==> src/rtl/rlse_pkg.sv <==
// ----------------------------------------------------------------------------
// rlse_pkg
// Shared types and constants of the register-list stack engine: command
// codes, list slot numbers, sequencer states, address unit controls and the
// packed layouts of the request and response words.
// ----------------------------------------------------------------------------
package rlse_pkg;

   // defaults for the top level parameters
   localparam int unsigned STACK_BYTES_DEF       = 65536;
   localparam int unsigned MAX_OPERAND_BYTES_DEF = 8;

   // stack pointer width and remainder step counter width
   localparam int unsigned PTR_W   = 16;
   localparam int unsigned RED_K_W = 3;

   // segment registers keep only their low nibble
   localparam logic [15:0] SEGMENT_MASK = 16'h000F;

   // halfword slots of a register list
   localparam int unsigned NUM_SLOTS = 6;
   localparam int unsigned SLOT_W    = 3;

   // push list order
   localparam logic [SLOT_W-1:0] PUSH_SLOT_ECSR = 3'd0;
   localparam logic [SLOT_W-1:0] PUSH_SLOT_ELR  = 3'd1;
   localparam logic [SLOT_W-1:0] PUSH_SLOT_EPSW = 3'd2;
   localparam logic [SLOT_W-1:0] PUSH_SLOT_LCSR = 3'd3;
   localparam logic [SLOT_W-1:0] PUSH_SLOT_LR   = 3'd4;
   localparam logic [SLOT_W-1:0] PUSH_SLOT_EA   = 3'd5;

   // pop list order
   localparam logic [SLOT_W-1:0] POP_SLOT_EA   = 3'd0;
   localparam logic [SLOT_W-1:0] POP_SLOT_LR   = 3'd1;
   localparam logic [SLOT_W-1:0] POP_SLOT_LCSR = 3'd2;
   localparam logic [SLOT_W-1:0] POP_SLOT_PSW  = 3'd3;
   localparam logic [SLOT_W-1:0] POP_SLOT_PC   = 3'd4;
   localparam logic [SLOT_W-1:0] POP_SLOT_CSR  = 3'd5;

   // reg_list mask bits
   localparam int unsigned LIST_EA  = 0;
   localparam int unsigned LIST_PC  = 1;
   localparam int unsigned LIST_PSW = 2;
   localparam int unsigned LIST_LR  = 3;

   typedef enum logic [2:0] {
      CMD_PUSH      = 3'd0,
      CMD_POP       = 3'd1,
      CMD_PUSH_LIST = 3'd2,
      CMD_POP_LIST  = 3'd3,
      CMD_SET_SP    = 3'd4
   } rlse_cmd_type;

   typedef enum logic [2:0] {
      ST_IDLE,
      ST_DOWN,
      ST_WRITE,
      ST_READ,
      ST_LIST,
      ST_REDUCE,
      ST_DRAIN,
      ST_RESP
   } rlse_state_type;

   // address unit operations
   typedef enum logic [2:0] {
      AOP_HOLD,
      AOP_LOAD,
      AOP_UP,
      AOP_DOWN,
      AOP_RED_LOAD,
      AOP_RED_STEP
   } rlse_aop_type;

   typedef struct packed {
      rlse_aop_type      op;
      logic [PTR_W-1:0]  load_ptr;
   } rlse_au_ctrl_type;

   typedef struct packed {
      logic [PTR_W-1:0]  next_ptr;
      logic              red_last;
   } rlse_au_stat_type;

   // request word, lowest field at the bottom
   typedef struct packed {
      logic [15:0] saved_epsw;
      logic [3:0]  saved_ecsr;
      logic [15:0] saved_elr;
      logic [3:0]  link_segment;
      logic [15:0] link_value;
      logic [15:0] ea_value;
      logic [3:0]  reg_list;
      logic [63:0] operand_value;
      logic [3:0]  operand_size;
   } rlse_req_type;

   // response word, lowest field at the bottom, padded to whole bytes
   typedef struct packed {
      logic [3:0]  pad;
      logic [15:0] stack_pointer_out;
      logic [3:0]  loaded_mask;
      logic [3:0]  popped_csr;
      logic [15:0] popped_pc;
      logic [15:0] popped_psw;
      logic [3:0]  popped_lcsr;
      logic [15:0] popped_lr;
      logic [15:0] popped_ea;
      logic [63:0] popped_value;
   } rlse_rsp_type;

   localparam int unsigned REQ_DATA_W = $bits(rlse_req_type);
   localparam int unsigned RSP_DATA_W = $bits(rlse_rsp_type);
   localparam int unsigned CMD_W      = 3;

endpackage

==> src/rtl/rlse_addr_unit.sv <==
// ----------------------------------------------------------------------------
// rlse_addr_unit
// Shared address unit: walks a 16-bit stack address up or down by one byte
// while keeping its memory index (address modulo stack size), and reduces a
// freshly loaded pointer to its index by restoring compare-subtract steps.
// ----------------------------------------------------------------------------
module rlse_addr_unit #(
   parameter int unsigned STACK_BYTES = rlse_pkg::STACK_BYTES_DEF,
   parameter int unsigned AW          = $clog2(STACK_BYTES)
) (
   input  logic                      clock,
   input  rlse_pkg::rlse_au_ctrl_type ctrl,
   input  logic [AW-1:0]             load_phys,
   output rlse_pkg::rlse_au_stat_type stat,
   output logic [AW-1:0]             phys,
   output logic [AW-1:0]             next_phys
);

   localparam int unsigned PW        = rlse_pkg::PTR_W;
   localparam int unsigned KW        = rlse_pkg::RED_K_W;
   localparam int unsigned MAX_QUOT  = ((1 << PW) - 1) / STACK_BYTES;
   localparam int unsigned RED_STEPS = (MAX_QUOT == 0) ? 1 : $clog2(MAX_QUOT + 1);
   localparam int unsigned CMP_W     = PW + (1 << KW);
   localparam logic [AW-1:0] LAST_PHYS = AW'(STACK_BYTES - 1);
   localparam logic [AW-1:0] TOP_PHYS  = AW'(((1 << PW) - 1) % STACK_BYTES);
   localparam logic [CMP_W-1:0] DIVISOR = CMP_W'(STACK_BYTES);

   logic [PW-1:0]    ptr_ff, ptr_in;
   logic [AW-1:0]    phys_ff, phys_in;
   logic [PW-1:0]    rem_ff, rem_in;
   logic [KW-1:0]    k_ff, k_in;
   logic [CMP_W-1:0] trial, rem_wide, rem_sub;
   logic [AW-1:0]    up_phys, down_phys;

   // one restoring step of the remainder
   always_comb begin
      trial    = DIVISOR << k_ff;
      rem_wide = CMP_W'(rem_ff);
      rem_sub  = (rem_wide >= trial) ? (rem_wide - trial) : rem_wide;
   end

   // index one byte up or down, following the 16-bit wrap
   always_comb begin
      if (ptr_ff == '1 || phys_ff == LAST_PHYS) begin
         up_phys = '0;
      end else begin
         up_phys = phys_ff + AW'(1);
      end
      if (ptr_ff == '0) begin
         down_phys = TOP_PHYS;
      end else if (phys_ff == '0) begin
         down_phys = LAST_PHYS;
      end else begin
         down_phys = phys_ff - AW'(1);
      end
   end

   // operation select
   always_comb begin
      ptr_in  = ptr_ff;
      phys_in = phys_ff;
      rem_in  = rem_ff;
      k_in    = k_ff;
      case (ctrl.op)
         rlse_pkg::AOP_HOLD: begin
         end
         rlse_pkg::AOP_LOAD: begin
            ptr_in  = ctrl.load_ptr;
            phys_in = load_phys;
         end
         rlse_pkg::AOP_UP: begin
            ptr_in  = ptr_ff + PW'(1);
            phys_in = up_phys;
         end
         rlse_pkg::AOP_DOWN: begin
            ptr_in  = ptr_ff - PW'(1);
            phys_in = down_phys;
         end
         rlse_pkg::AOP_RED_LOAD: begin
            ptr_in = ctrl.load_ptr;
            rem_in = ctrl.load_ptr;
            k_in   = KW'(RED_STEPS - 1);
         end
         rlse_pkg::AOP_RED_STEP: begin
            rem_in = rem_sub[PW-1:0];
            k_in   = k_ff - KW'(1);
            if (k_ff == '0) begin
               phys_in = rem_sub[AW-1:0];
            end
         end
         default: begin
         end
      endcase
   end

   always_ff @(posedge clock) begin
      ptr_ff  <= ptr_in;
      phys_ff <= phys_in;
      rem_ff  <= rem_in;
      k_ff    <= k_in;
   end

   assign stat.next_ptr = ptr_in;
   assign stat.red_last = (k_ff == '0);
   assign phys          = phys_ff;
   assign next_phys     = phys_in;

endmodule

==> config.mk <==
export PLATFORM = sky130hd
export DESIGN_NAME = rlse_addr_unit
export DESIGN_NICKNAME = d
export VERILOG_FILES = /design/src/rtl/rlse_pkg.sv /design/src/rtl/rlse_addr_unit.sv
export SDC_FILE = /design/constraint.sdc
export NUM_CORES = 1
export LEC_CHECK = 0
export CAP_MARGIN = 30
export CORE_AREA = 4 4 103 105
export CTS_BUF_LIST = sky130_fd_sc_hd__clkbuf_8
export DETAILED_ROUTE_END_ITERATION = 8
export DIE_AREA = 0 0 107 109
export DONT_BUFFER_PORTS = 1
export SYNTH_ARGS = -nofsm -noshare
export SYNTH_HDL_FRONTEND = slang
export SYNTH_SLANG_ARGS = --single-unit
==> constraint.sdc <==
create_clock -name clock -period 10.1 [get_ports clock]
set_input_delay 2.02 -clock clock [delete_from_list [all_inputs] [get_ports clock]]
set_output_delay 2.02 -clock clock [all_outputs]
set_load 0.01 [all_outputs]
==> metrics.cfg <==
[synthesis]
syn_area_um2=3820
synth_top_family_by_area=compound AO/OA/AOI/OAI gates
yosys.area_share.simple=0.217
synth_cells=475
ys_types=49
avgSynthCellArea_um2=8.04
synth_top_area_cell=dfxtp_1
ys_seq_elements=51
synth-compound-area-share=0.239
synth-async-reset-ratio=0
synthAdderAreaFrac=0.0642
synthTopCellsByArea=dfxtp_1, edfxtp_1, a21oi_1, ha_1, mux2_2
muxShareOfSynthArea=0.0590
synth_top_area_share=0.168
synth_edf_count=19
synthesis.yosys.warnings=0
syn_nets=530
synthFlopType=dfxtp_1
synth_xor_area_frac=0.0573
ys_seq_area_frac=0.317

[power_and_ir_drop]
p_comb_frac=0.333
power_density_nw_per_um2=174
power_mw=0.700
irDropWorstVdd_uv=88.2
p_clk_frac=0.208
p_sw_mw=0.283
p_int_mw=0.418
p_leak_nw=1.48
power_frac_seq=0.459
switching_share=0.404

[floorplan]
die-area_um2=11700
start_util=0.396
rows=36
core_area_um2=9640
die_w_um=107
io_pins=85
dieHeight_um=109

[job]
cap_violations=0

[placement]
place_congestion=0.928
pre_cts_ws_ps=1680
io_buffers=0
place_hpwl_um=8750

[sta]
fin_crit_sh=0.834
worstMarginPinSlew_ps=852
grt_setup_unrepaired=false
relSlewSlack=0.417
fmax_mhz=119
timing.final.crit_period_ps=8430
slew_viol_final=0
skew_ps=7.65
setup-violations-final=0
setup-tns-final_ps=0
worst_slack_ps=1670
hold_viol_final=0

[setup_path]
rr_worst_depth=7
cp_max_fo=23
cp-end-kind=output port
reg2reg_slack_ps=6910
worst-setup-path-type=input port to output port
crit_required_ps=8080
timing.rr.start=phys[6]
reg2reg_to=phys[6]
critPathLaunchType=input port
cp.arrival_ps=6410

[detailed_routing]
wl_per_cell_um=19.3
ant_nets=0
wirelength_um=11400
drtIter0Drc=210
drc=0
via_per_inst=5.94
first_pass_iters=4
vias=3519

[clocking]
cts_tree=done
cts-buffers-inserted=5
clockRootBuffer=clkbuf_8
htree_num_levels=2
clkLatencyLatePin_ps=310
cts.sinks=51
cts_setup_buffers=0
holdBufCountCts=0
clk_pin_slew_ps=100
cts_max_path_buffers=2
cts_resized=0

[global_route]
grt_pass1_wl_um=17700
grtUsageTotal=0.192
grt_start_max_net_pins=24
antenna_found_initial=1
grt-ovfl-total=0
grt_pass1_vias=3318

[final_layout]
multi_input_area_um2=2430
drive_above_1_share=0.0810
nets=511
fill_cells=995
mostFrequentLayoutCell=nand2_1
seqCellArea_um2=1210
syn2layout_area_growth_pct=5.14
final_cell_mix=nand2_1, a21oi_1, nor2_1
final_util=0.417

[run_status]
status=completed

[worst_hold_path]
min_path_cells=1
min_to=k_ff[0]
hp-start=k_ff[0]
min_path_type=register to register

worst max-delay path by stage:
stage | start | endpoint | slack [ps] | cells after the start
after floorplan | ctrl[16] | stat[16] | 2910 | 11
after global placement | ctrl[17] | stat[16] | 1880 | 11
final | ctrl[17] | stat[16] | 1670 | 11
after detailed placement | ctrl[17] | stat[16] | 1680 | 11
after global routing | ctrl[17] | stat[16] | 1310 | 11
after CTS | ctrl[17] | stat[16] | 1660 | 11
final cells by class:
cell class,count,area share
multi-input cells,378,0.606
flip-flops and latches,51,0.302
well taps,133,0.0414
clock buffers,5,0.0171
inverters,17,0.0159
clock inverters,3,0.0103
repair buffers,3,0.00654
diodes,2,0.00125
power by group through the flow:
stage / registers (mW) / clock network [mW] / logic (mW)
after floorplan: 0.290 / 0 / 0.210
after global placement: 0.325 / 0 / 0.226
after detailed placement: 0.325 / 0 / 0.231
after CTS: 0.320 / 0.150 / 0.233
after global routing: 0.329 / 0.155 / 0.262
final: 0.322 / 0.145 / 0.234
kinds of logic (layout without fill, tap and decap cells):
kind of cell,after synthesis,in the layout
AO/OA/AOI/OAI,144,144
XOR/XNOR,25,25
adder cells (fa/ha/maj),19,19
buffers and inverters,46,28
flip-flops,51,51
multiplexers,20,20
other,0,2
AND/OR/NAND/NOR,170,170
worst max-delay path: stages:
cell,delay [ps]
nor2b_1,240
nand2_1,460
clkinv_1,780
ha_1,630
o21ai_0,130
o211ai_1,240
nand3_1,210
or4_1,560
nand2_1,110
mux2_2,330
o41ai_1,700
Yosys cell counts, drive strengths merged, types with 3 or more instances:
cell type / number
a211o: 3
a211oi: 5
a21o: 6
a21oi: 45
a221o: 6
a22oi: 10
a2bb2oi: 3
a311oi: 3
a31oi: 9
and2: 4
buf: 3
clkbuf: 26
dfxtp: 32
edfxtp: 19
ha: 18
inv: 16
mux2: 20
nand2: 49
nand2b: 6
nand3: 14
nand4: 9
nor2: 41
nor2b: 3
nor3: 15
nor4: 12
o211ai: 3
o21a: 4
o21ai: 29
o22ai: 7
or3: 10
or4: 3
xnor2: 12
xor2: 13
routing by layer:
metal  track usage  wire (um)
met1         0.257       5110
met3        0.0409        821
met5             0          0
met4        0.0575        194
met2         0.313       5320
flip-flops by register name (all words and copies together), names as in the netlist:
| name | cells |
|---|---|
| phys | 16 |
| ptr_ff | 16 |
| rem_ff | 16 |
| k_ff | 3 |
per-stage QoR:
step | hold slack, ps | cells | area [um2]
global placement | 546 | 580 | 3880
floorplan | 531 | 475 | 3820
finish | 559 | 592 | 4020
CTS | 563 | 590 | 4010
global route | 604 | 592 | 4020
detailed placement | 548 | 582 | 3900
Power figures use the tool's default switching activity.
